===== config.mk =====
export PLATFORM = sky130hd
export DESIGN_NAME = sized_bit_vector_alu
export DESIGN_NICKNAME = d
export VERILOG_FILES = /design/src/rtl/sbva_pkg.sv /design/src/rtl/sbva_decode.sv /design/src/rtl/sbva_prep.sv /design/src/rtl/sbva_exec.sv /design/src/rtl/sbva_out.sv /design/src/rtl/sized_bit_vector_alu.sv
export SDC_FILE = /design/constraint.sdc
export NUM_CORES = 2
export LEC_CHECK = 0
export BUFFER_PORTS_ARGS = -buffer_cell sky130_fd_sc_hd__buf_2
export CORE_MARGIN = 5
export CORE_UTILIZATION = 35
export CTS_CLUSTER_DIAMETER = 100
export CTS_CLUSTER_SIZE = 14
export DETAILED_ROUTE_END_ITERATION = 10
export SLEW_MARGIN = 0
export SYNTH_ARGS = -nofsm -noshare
export SYNTH_HDL_FRONTEND = slang
export SYNTH_SLANG_ARGS = --single-unit

===== constraint.sdc =====
create_clock -name i_clk -period 48.7 [get_ports i_clk]
set_clock_uncertainty 0.15 [all_clocks]
set_input_delay 7.305 -clock i_clk [delete_from_list [all_inputs] [get_ports i_clk]]
set_output_delay 7.305 -clock i_clk [all_outputs]
set_load 0.05 [all_outputs]

===== src/rtl/sbva_pkg.sv =====
// ----------------------------------------------------------------------------
// sbva_pkg: shared types and helpers for the sized bit vector ALU
// Beat structs for both channels, the internal stage structs, the opcode
// enum and the mask and sign-extension helpers.
// ----------------------------------------------------------------------------
package sbva_pkg;

    localparam int unsigned DataW = 64;
    localparam int unsigned LenW  = 7;

    typedef enum logic [4:0] {
        KIND_GETBIT = 5'd0,
        KIND_SLICE  = 5'd1,
        KIND_SEXT   = 5'd2,
        KIND_ZEXT   = 5'd3,
        KIND_NOT    = 5'd4,
        KIND_AND    = 5'd5,
        KIND_OR     = 5'd6,
        KIND_XOR    = 5'd7,
        KIND_ADD    = 5'd8,
        KIND_NEG    = 5'd9,
        KIND_SUB    = 5'd10,
        KIND_CAT    = 5'd11,
        KIND_SRL    = 5'd12,
        KIND_SRA    = 5'd13,
        KIND_SLL    = 5'd14,
        KIND_LT     = 5'd15,
        KIND_EQ     = 5'd16,
        KIND_LTU    = 5'd17,
        KIND_IMM_B  = 5'd18,
        KIND_IMM_J  = 5'd19,
        KIND_IMM_S  = 5'd20
    } t_kind;

    typedef struct packed {
        logic [4:0]       kind;
        logic [LenW-1:0]  len_a;
        logic [DataW-1:0] val_a;
        logic [LenW-1:0]  len_b;
        logic [DataW-1:0] val_b;
        logic [5:0]       bit_low;
        logic [LenW-1:0]  bit_high;
    } t_alu_in;

    typedef struct packed {
        logic [DataW-1:0] result_val;
        logic [LenW-1:0]  result_len;
    } t_alu_out;

    // decode -> prepare
    typedef struct packed {
        t_kind            kind;
        logic [LenW-1:0]  la;
        logic [LenW-1:0]  lb;
        logic [LenW-1:0]  m;
        logic [5:0]       lo;
        logic [LenW-1:0]  hi;
        logic [DataW-1:0] a;
        logic [DataW-1:0] b;
        logic [DataW-1:0] am;
        logic [DataW-1:0] bm;
        logic [DataW-1:0] nbm;
        logic [5:0]       sh;
    } t_dec;

    // prepare -> execute
    typedef struct packed {
        t_kind            kind;
        logic [LenW-1:0]  la;
        logic [LenW-1:0]  lb;
        logic [LenW-1:0]  m;
        logic [5:0]       lo;
        logic [LenW-1:0]  hi;
        logic [DataW-1:0] a;
        logic [DataW-1:0] am;
        logic [DataW-1:0] bm;
        logic [5:0]       sh;
        logic [DataW-1:0] sa;
        logic [DataW-1:0] sb;
        logic [DataW-1:0] add_x;
        logic [DataW-1:0] add_y;
    } t_prep;

    // low n bits set, n from 0 to 64
    function automatic logic [DataW-1:0] lowmask(input logic [LenW-1:0] n);
        lowmask = (n >= LenW'(DataW)) ? {DataW{1'b1}} : ~({DataW{1'b1}} << n[5:0]);
    endfunction

    // sign-extend the low n bits (1 to 64) of v
    function automatic logic [DataW-1:0] sext(input logic [LenW-1:0] n,
                                              input logic [DataW-1:0] v);
        logic [5:0]       idx;
        logic [DataW-1:0] msk;
        idx  = 6'(n - LenW'(1));
        msk  = lowmask(n);
        sext = (v & msk) | (v[idx] ? ~msk : '0);
    endfunction

endpackage


===== src/rtl/sbva_decode.sv =====
// ----------------------------------------------------------------------------
// sbva_decode: first pipeline stage
// Clamps lengths and slice bound, masks operands, forms the shift amount
// and the two's-complement of operand b.
// ----------------------------------------------------------------------------
module sbva_decode (
    input  logic             i_clk,
    input  logic             i_rst_n,
    input  logic             i_valid,
    input  sbva_pkg::t_alu_in i_data,
    input  logic             i_stall,
    output logic             o_valid,
    output sbva_pkg::t_dec   o_data,
    output logic             o_stall
);
    import sbva_pkg::*;

    logic   r_valid;
    t_dec   r_data;
    t_dec   n_data;
    logic   load;

    function automatic logic [LenW-1:0] clamp_len(input logic [LenW-1:0] l);
        if (l == '0) begin
            clamp_len = LenW'(1);
        end else if (l > LenW'(DataW)) begin
            clamp_len = LenW'(DataW);
        end else begin
            clamp_len = l;
        end
    endfunction

    assign o_stall = r_valid && i_stall;
    assign load    = !o_stall;

    always_comb begin
        n_data      = '0;
        n_data.kind = t_kind'(i_data.kind);
        n_data.la   = clamp_len(i_data.len_a);
        n_data.lb   = clamp_len(i_data.len_b);
        n_data.m    = (n_data.la > n_data.lb) ? n_data.la : n_data.lb;
        n_data.lo   = i_data.bit_low;
        n_data.hi   = (i_data.bit_high > LenW'(DataW)) ? LenW'(DataW) : i_data.bit_high;
        n_data.a    = i_data.val_a;
        n_data.b    = i_data.val_b;
        n_data.am   = i_data.val_a & lowmask(n_data.la);
        n_data.bm   = i_data.val_b & lowmask(n_data.lb);
        n_data.nbm  = (~i_data.val_b + DataW'(1)) & lowmask(n_data.lb);
        n_data.sh   = n_data.bm[5:0];
    end

    always_ff @(posedge i_clk) begin
        if (!i_rst_n) begin
            r_valid <= 1'b0;
        end else if (load) begin
            r_valid <= i_valid;
        end
    end

    always_ff @(posedge i_clk) begin
        if (load && i_valid) begin
            r_data <= n_data;
        end
    end

    assign o_valid = r_valid;
    assign o_data  = r_data;

endmodule


===== src/rtl/sbva_prep.sv =====
// ----------------------------------------------------------------------------
// sbva_prep: second pipeline stage
// Sign-extends both operands and sets up the shared adder inputs for
// add, sub and negate.
// ----------------------------------------------------------------------------
module sbva_prep (
    input  logic           i_clk,
    input  logic           i_rst_n,
    input  logic           i_valid,
    input  sbva_pkg::t_dec i_data,
    input  logic           i_stall,
    output logic           o_valid,
    output sbva_pkg::t_prep o_data,
    output logic           o_stall
);
    import sbva_pkg::*;

    logic             r_valid;
    t_prep            r_data;
    t_prep            n_data;
    logic             load;
    logic [DataW-1:0] mmask;
    logic [DataW-1:0] y_src;

    assign o_stall = r_valid && i_stall;
    assign load    = !o_stall;

    always_comb begin
        mmask       = lowmask(i_data.m);
        y_src       = (i_data.kind == KIND_SUB) ? i_data.nbm : i_data.b;
        n_data.kind = i_data.kind;
        n_data.la   = i_data.la;
        n_data.lb   = i_data.lb;
        n_data.m    = i_data.m;
        n_data.lo   = i_data.lo;
        n_data.hi   = i_data.hi;
        n_data.a    = i_data.a;
        n_data.am   = i_data.am;
        n_data.bm   = i_data.bm;
        n_data.sh   = i_data.sh;
        n_data.sa   = sext(i_data.la, i_data.a);
        n_data.sb   = sext(i_data.lb, i_data.b);
        // negate runs through the adder as ~a + 1
        if (i_data.kind == KIND_NEG) begin
            n_data.add_x = ~i_data.a;
            n_data.add_y = DataW'(1);
        end else begin
            n_data.add_x = n_data.sa & mmask;
            n_data.add_y = sext(i_data.lb, y_src) & mmask;
        end
    end

    always_ff @(posedge i_clk) begin
        if (!i_rst_n) begin
            r_valid <= 1'b0;
        end else if (load) begin
            r_valid <= i_valid;
        end
    end

    always_ff @(posedge i_clk) begin
        if (load && i_valid) begin
            r_data <= n_data;
        end
    end

    assign o_valid = r_valid;
    assign o_data  = r_data;

endmodule


===== src/rtl/sbva_exec.sv =====
// ----------------------------------------------------------------------------
// sbva_exec: third pipeline stage
// Adder, shifters, compares, immediate extraction and the opcode mux.
// Produces the raw result bits and the result length.
// ----------------------------------------------------------------------------
module sbva_exec (
    input  logic              i_clk,
    input  logic              i_rst_n,
    input  logic              i_valid,
    input  sbva_pkg::t_prep   i_data,
    input  logic              i_stall,
    output logic              o_valid,
    output sbva_pkg::t_alu_out o_data,
    output logic              o_stall
);
    import sbva_pkg::*;

    logic             r_valid;
    t_alu_out         r_data;
    t_alu_out         n_data;
    logic             load;
    logic [DataW-1:0] sum;
    logic [7:0]       cat_sum;
    logic [LenW-1:0]  cat_len;
    logic [DataW-1:0] cat_hi;
    logic [LenW-1:0]  add_len;
    logic [DataW-1:0] a;

    assign o_stall = r_valid && i_stall;
    assign load    = !o_stall;

    always_comb begin
        a       = i_data.a;
        sum     = i_data.add_x + i_data.add_y;
        add_len = (i_data.m == LenW'(DataW)) ? LenW'(DataW) : i_data.m + LenW'(1);
        cat_sum = 8'(i_data.la) + 8'(i_data.lb);
        cat_len = (cat_sum > 8'(DataW)) ? LenW'(DataW) : cat_sum[LenW-1:0];
        // a sits above b; drop its top bits that do not fit
        cat_hi  = i_data.lb[6] ? '0 :
                  ((a & lowmask(cat_len - i_data.lb)) << i_data.lb[5:0]);
        n_data  = '0;
        unique case (i_data.kind)
            KIND_GETBIT: begin
                n_data.result_val = DataW'(i_data.am[i_data.lo]);
                n_data.result_len = LenW'(1);
            end
            KIND_SLICE: begin
                if (i_data.hi > LenW'(i_data.lo)) begin
                    n_data.result_val = i_data.am >> i_data.lo;
                    n_data.result_len = i_data.hi - LenW'(i_data.lo);
                end
            end
            KIND_SEXT: begin
                n_data.result_val = i_data.sa;
                n_data.result_len = LenW'(DataW);
            end
            KIND_ZEXT: begin
                n_data.result_val = i_data.am;
                n_data.result_len = LenW'(DataW);
            end
            KIND_NOT: begin
                n_data.result_val = ~a;
                n_data.result_len = i_data.la;
            end
            KIND_AND: begin
                n_data.result_val = i_data.sa & i_data.sb;
                n_data.result_len = i_data.m;
            end
            KIND_OR: begin
                n_data.result_val = i_data.sa | i_data.sb;
                n_data.result_len = i_data.m;
            end
            KIND_XOR: begin
                n_data.result_val = i_data.sa ^ i_data.sb;
                n_data.result_len = i_data.m;
            end
            KIND_ADD, KIND_SUB: begin
                n_data.result_val = sum;
                n_data.result_len = add_len;
            end
            KIND_NEG: begin
                n_data.result_val = sum;
                n_data.result_len = i_data.la;
            end
            KIND_CAT: begin
                n_data.result_val = cat_hi | i_data.bm;
                n_data.result_len = cat_len;
            end
            KIND_SRL: begin
                n_data.result_val = i_data.am >> i_data.sh;
                n_data.result_len = i_data.la;
            end
            KIND_SRA: begin
                n_data.result_val = unsigned'($signed(i_data.sa) >>> i_data.sh);
                n_data.result_len = i_data.la;
            end
            KIND_SLL: begin
                n_data.result_val = a << i_data.sh;
                n_data.result_len = i_data.la;
            end
            KIND_LT: begin
                n_data.result_val = DataW'($signed(i_data.sa) < $signed(i_data.sb));
                n_data.result_len = LenW'(1);
            end
            KIND_EQ: begin
                n_data.result_val = DataW'(i_data.sa == i_data.sb);
                n_data.result_len = LenW'(1);
            end
            KIND_LTU: begin
                n_data.result_val = DataW'(i_data.am < i_data.bm);
                n_data.result_len = LenW'(1);
            end
            KIND_IMM_B: begin
                n_data.result_val = {32'd0, {19{a[31]}}, a[31], a[7], a[30:25],
                                     a[11:8], 1'b0};
                n_data.result_len = LenW'(32);
            end
            KIND_IMM_J: begin
                n_data.result_val = {32'd0, {11{a[31]}}, a[31], a[19:12], a[20],
                                     a[30:21], 1'b0};
                n_data.result_len = LenW'(32);
            end
            KIND_IMM_S: begin
                n_data.result_val = {32'd0, {20{a[31]}}, a[31:25], a[11:7]};
                n_data.result_len = LenW'(32);
            end
            default: begin
                n_data = '0;
            end
        endcase
    end

    always_ff @(posedge i_clk) begin
        if (!i_rst_n) begin
            r_valid <= 1'b0;
        end else if (load) begin
            r_valid <= i_valid;
        end
    end

    always_ff @(posedge i_clk) begin
        if (load && i_valid) begin
            r_data <= n_data;
        end
    end

    assign o_valid = r_valid;
    assign o_data  = r_data;

endmodule


===== src/rtl/sbva_out.sv =====
// ----------------------------------------------------------------------------
// sbva_out: output stage
// Masks the raw result to its length and holds the beat for the receiver.
// ----------------------------------------------------------------------------
module sbva_out (
    input  logic               i_clk,
    input  logic               i_rst_n,
    input  logic               i_valid,
    input  sbva_pkg::t_alu_out i_data,
    input  logic               i_stall,
    output logic               o_valid,
    output sbva_pkg::t_alu_out o_data,
    output logic               o_stall
);
    import sbva_pkg::*;

    logic     r_valid;
    t_alu_out r_data;
    t_alu_out n_data;
    logic     load;

    assign o_stall = r_valid && i_stall;
    assign load    = !o_stall;

    always_comb begin
        n_data.result_val = i_data.result_val & lowmask(i_data.result_len);
        n_data.result_len = i_data.result_len;
    end

    always_ff @(posedge i_clk) begin
        if (!i_rst_n) begin
            r_valid <= 1'b0;
        end else if (load) begin
            r_valid <= i_valid;
        end
    end

    always_ff @(posedge i_clk) begin
        if (load && i_valid) begin
            r_data <= n_data;
        end
    end

    assign o_valid = r_valid;
    assign o_data  = r_data;

endmodule


===== src/rtl/sized_bit_vector_alu.sv =====
// ----------------------------------------------------------------------------
// sized_bit_vector_alu: ALU on sized bit vectors of 1 to 64 bits
// Channel   | Direction | Handshake                   | Beat
// in        | input     | i_in_valid / o_in_stall     | i_in_data  (t_alu_in)
// out       | output    | o_out_valid / i_out_stall   | o_out_data (t_alu_out)
//
// One beat per cycle enters and leaves while i_out_stall is low; each beat
// passes through the decode, prepare, execute and output register stages.
// The execute stage (64-bit adder, shifters, compares) sets the clock.
// Reset clears the stage valid bits only; payload registers are not reset.
// A stall holds only the full stages ahead of it; bubbles still advance.
// ----------------------------------------------------------------------------
module sized_bit_vector_alu (
    input  logic               i_clk,
    input  logic               i_rst_n,
    input  logic               i_in_valid,
    input  sbva_pkg::t_alu_in  i_in_data,
    output logic               o_in_stall,
    output logic               o_out_valid,
    output sbva_pkg::t_alu_out o_out_data,
    input  logic               i_out_stall
);
    import sbva_pkg::*;

    logic     dec_valid;
    t_dec     dec_data;
    logic     dec_stall;
    logic     prep_valid;
    t_prep    prep_data;
    logic     prep_stall;
    logic     exec_valid;
    t_alu_out exec_data;
    logic     exec_stall;

    sbva_decode u_decode (
        .i_clk   (i_clk),
        .i_rst_n (i_rst_n),
        .i_valid (i_in_valid),
        .i_data  (i_in_data),
        .i_stall (prep_stall),
        .o_valid (dec_valid),
        .o_data  (dec_data),
        .o_stall (o_in_stall)
    );

    sbva_prep u_prep (
        .i_clk   (i_clk),
        .i_rst_n (i_rst_n),
        .i_valid (dec_valid),
        .i_data  (dec_data),
        .i_stall (exec_stall),
        .o_valid (prep_valid),
        .o_data  (prep_data),
        .o_stall (prep_stall)
    );

    sbva_exec u_exec (
        .i_clk   (i_clk),
        .i_rst_n (i_rst_n),
        .i_valid (prep_valid),
        .i_data  (prep_data),
        .i_stall (dec_stall),
        .o_valid (exec_valid),
        .o_data  (exec_data),
        .o_stall (exec_stall)
    );

    sbva_out u_out (
        .i_clk   (i_clk),
        .i_rst_n (i_rst_n),
        .i_valid (exec_valid),
        .i_data  (exec_data),
        .i_stall (i_out_stall),
        .o_valid (o_out_valid),
        .o_data  (o_out_data),
        .o_stall (dec_stall)
    );

    // a stall reaches the input only when every stage holds a beat
    a_stall_full: assert property (@(posedge i_clk) disable iff (!i_rst_n)
        o_in_stall |-> (o_out_valid && i_out_stall && exec_valid && prep_valid
                        && dec_valid))
        else $error("input stalled while a stage is empty");

    a_len_range: assert property (@(posedge i_clk) disable iff (!i_rst_n)
        o_out_valid |-> (o_out_data.result_len <= LenW'(DataW)))
        else $error("result length above 64");

    a_masked: assert property (@(posedge i_clk) disable iff (!i_rst_n)
        o_out_valid |->
            ((o_out_data.result_val & ~lowmask(o_out_data.result_len)) == '0))
        else $error("result bits set above result length");

    a_accept_lands: assert property (@(posedge i_clk) disable iff (!i_rst_n)
        (i_in_valid && !o_in_stall) |=> dec_valid)
        else $error("accepted beat missing from decode stage");

endmodule

==> impl_results.md <==
- Initial Util: 35.1%
- Switching power: 831 uW
- Setup_tns: 0 ns
- Die X: 476 um
- Post_cts resized: 0
- Startpoint types: input port
- Layout overhead on the synthesized area: 9.59%
- Crit-path cells: buf_2 > and3_1 > and3_1 > buf_2
- Final ANT Viol Nets: 0
- Max Slew Vio Count: 1
- Largest net degree at the start of global routing: 137
- Tmin final: 15.83 ns
- Internal power: 1510 uW
- Grt total ovfl: 0
- Number of H-tree levels: 3
- Hold crit path type: reg -> reg
- Pleak: 0.0321 uW
- Setup violators final: 0
- Layout cells sized above 1: 14.0%
- Ys flop type: edfxtp_1
- Sequential fraction of the synthesis area: 39.1%
- Initial antenna violation count: 48
- Part of the cycle the worst path needs: 32.5%
- Vias per cell: 6.70
- Largest delay contributor family on the critical path: simple AND/OR/NAND/NOR gates
- Port bufs: 236
- CP Data Arrival Time: 8.37 ns
- Iter 0 DRT Violations: 11300
- Yosys top cell area share: 39.0%
- Buf/Inv on CP: 2
- Post-synth EDFFs: 987
- Slowest-stage cell, CP: and3_1
- CP Max Fanout: 5
- HPWL after DPL: 379000 um
- DRC viols: 0
- Synth unique cells: 111
- Inserted Clock Buffers: 84
- Full die area: 226000 sq um
- CORE AREA: 217000 sq um
- Pre-Repair DR Iteration Count: 8
- CP peak stage delay: 0.35 ns
- Sequential power share: 46.0%
- Max_cap viols: 0
- CTS root buffer: clkbuf_16
- Row count: 171
- Clk sinks: 991
- Crit path kind: in -> out
- Io pins: 237
- Hold Buf Count CTS: 0
- RSZ-0062 raised after global routing: no
- Synth Warn #: 0
- CTS clk-pin slew, worst paths: 0.06 ns
- Fin nets: 8391
- Power share of the clock group: 28.4%
- Largest cells by area after synthesis: edfxtp_1, mux4_2, ha_1
- Mean Syn Cell Area: 9.67 sq um
- Worst EP required: 41.24 ns
- Failing checks: slew limit
- Via count: 72300
- Mapped Area: 76000 sq um
- Setup ws final: 32.87 ns
- Yosys reg bits: 991
- Gpl congestion: 1.06
- Ys async rst share: 0%
- Pre-CTS WS: 32.87 ns
- Status: finished with violations
- Worst Setup End Kind: output pin
- Chip height: 476 um
- Combinational share of power: 25.6%
- Vias in the first global route: 66900
- Worst Max-Slew Pin Slew: 1.51 ns
- Hold_ws: 0.258 ns
- Post-CTS setup buffers: 0
- CTS tree: built
- Post-Route WL: 472000 um
- Pwr/cell area: 28.1 nW/um^2
- Switching share of power: 35.5%
- GRT Util Overall: 40.3%
- Routed WL per cell: 43.8 um
- Clock insertion delay at the later pin of the skew report: 0.78 ns
- Synth Instances: 7855
- First-pass GRT wire length: 617000 um
- Fmax: 0.0632 GHz
- Peak VDD IR: 0.0000276 V
- Clock Path Buffers: 3
- Post-synth net total: 8377
- Worst slew margin: -0.944%
- Final hold vios: 0
- Synth area leader: edfxtp_1
## area by class of cell
cell class	instances	area (sq um)
fill	21800	133000
multi-input combinational	5948	43000
sequential	991	29700
tap	2854	3570
timing repair buffer	489	3140
clock buffer	90	2120
inverter	355	1340
clock inverter	16	289
antenna	47	118
## worst register-to-register path, cell delays in order, from the launching register on
cell       delay, ns
edfxtp_1        0.36
buf_4           0.30
ha_1            0.45
fa_1            0.43
a211oi_2        0.35
nor4b_1         0.15
or3_1           0.64
nor2_1          0.79
a21oi_1         0.20
fa_1            0.51
nand2b_1        0.22
a2111oi_1       0.60
a211o_1         0.30
nand4_2         0.22
a21oi_1         0.97
o311ai_0        0.50
a31oi_1         0.35
o21ai_0         0.42
mux2i_1         0.45
o21a_1          0.27
o2bb2ai_1       0.10
a221o_1         0.37
## cells by family (layout without fill, tap and decap cells)
logic type	after synthesis	in the layout	share of synthesized area [%]
adders and majority gates	358	358	5.94
buffers and inverters	916	950	4.62
muxes	800	800	14.8
xor gates and xnor gates	132	132	1.53
DFF	991	991	39.1
other	0	47	0
AOI/OAI and AO/OA	2258	2258	19.6
and+or+nand+nor	2400	2400	14.4
## registers in the layout, indices dropped and copies added, names as in the netlist
register	flops
u_exec.o_data	71
u_prep.o_valid	1
u_decode.o_valid	1
u_prep.o_data	487
u_out.o_valid	1
u_out.o_data	71
u_exec.o_valid	1
u_decode.o_data	358
## per-layer routing
metal  GRT usage, %  vias to the layer above  wire, um
met5         0.0853                        -       170
met4           30.6                       12     44200
met3           11.8                     1180     51400
met2           58.8                     5155    198000
met1           50.3                    36200    179000
li1               -                    29800         -
## synth_stat cells, types with 18 or more instances
| master | count |
|---|---|
| nand3_1 | 128 |
| a22oi_1 | 37 |
| mux2_2 | 145 |
| nand2_1 | 982 |
| a21o_1 | 83 |
| a211o_1 | 21 |
| nor2_1 | 591 |
| o2111ai_1 | 42 |
| xnor2_1 | 76 |
| ha_1 | 354 |
| edfxtp_1 | 987 |
| mux2i_1 | 411 |
| or3_1 | 39 |
| o21ai_0 | 552 |
| o31ai_1 | 31 |
| o22ai_1 | 104 |
| buf_1 | 100 |
| o211a_1 | 27 |
| o221ai_1 | 38 |
| mux4_2 | 243 |
| a221oi_1 | 123 |
| and3_1 | 61 |
| nand2b_1 | 53 |
| a31oi_1 | 74 |
| or2_2 | 34 |
| a211oi_1 | 137 |
| nor3b_1 | 18 |
| xor2_1 | 55 |
| o211ai_1 | 87 |
| o21a_1 | 53 |
| and2_1 | 69 |
| buf_2 | 27 |
| a21oi_1 | 515 |
| nor2b_1 | 147 |
| nor4_1 | 36 |
| nand4_1 | 60 |
| o21bai_1 | 38 |
| nor3_1 | 117 |
| clkbuf_1 | 428 |
| a21boi_0 | 37 |
| a221o_1 | 24 |
| inv_1 | 344 |
## through the flow
stage / utilization (%) / instances / total power [uW] / cell area, sq um
final: 38.5 / 10800 / 2340 / 83300
after global routing: 38.4 / 10700 / 2390 / 83200
after CTS: 38.4 / 10700 / 2320 / 83100
after detailed placement: 37.3 / 10600 / 1660 / 80700
after global placement: 37.3 / 10600 / 1660 / 80700
after floorplan: - / 7855 / 1400 / 76000
## path summary, 6_finish.rpt
check,depth (start not counted),startpoint,slack (ns),end
max reg2reg,21,u_prep.o_data[474]$_DFFE_PP_,39.31,u_exec.o_data[51]$_DFFE_PP_
min reg2reg,0,u_decode.o_data[332]$_SDFFCE_PN1P_,0.26,u_prep.o_data[460]$_DFFE_PP_
min,0,u_decode.o_data[332]$_SDFFCE_PN1P_,0.26,u_prep.o_data[460]$_DFFE_PP_
max,4,i_out_stall,32.87,o_in_stall
## cells in the final DEF (no fill, tap or decap), types with 123 or more instances in the layout
cell      netlist  routed
edfxtp_1      987     987
inv_1         344     342
buf_2          27     236
ha_1          354     354
a211oi_1      137     135
mux2_2        145     145
nand3_1       128     127
nand2_1       982     980
mux2i_1       411     410
buf_4           1     248
nor2b_1       147     145
a21oi_1       515     513
nor2_1        591     584
o21ai_0       552     547
a221oi_1      123     123
mux4_2        243     243
## power by group through the flow
stage	clock, uW	sequential, uW	combinational (uW)
after floorplan	0	1080	314
after global routing	703	1070	612
after global placement	0	1090	569
after CTS	673	1070	573
after detailed placement	0	1090	571
final	664	1080	599
(Power assumes the default switching activity.)
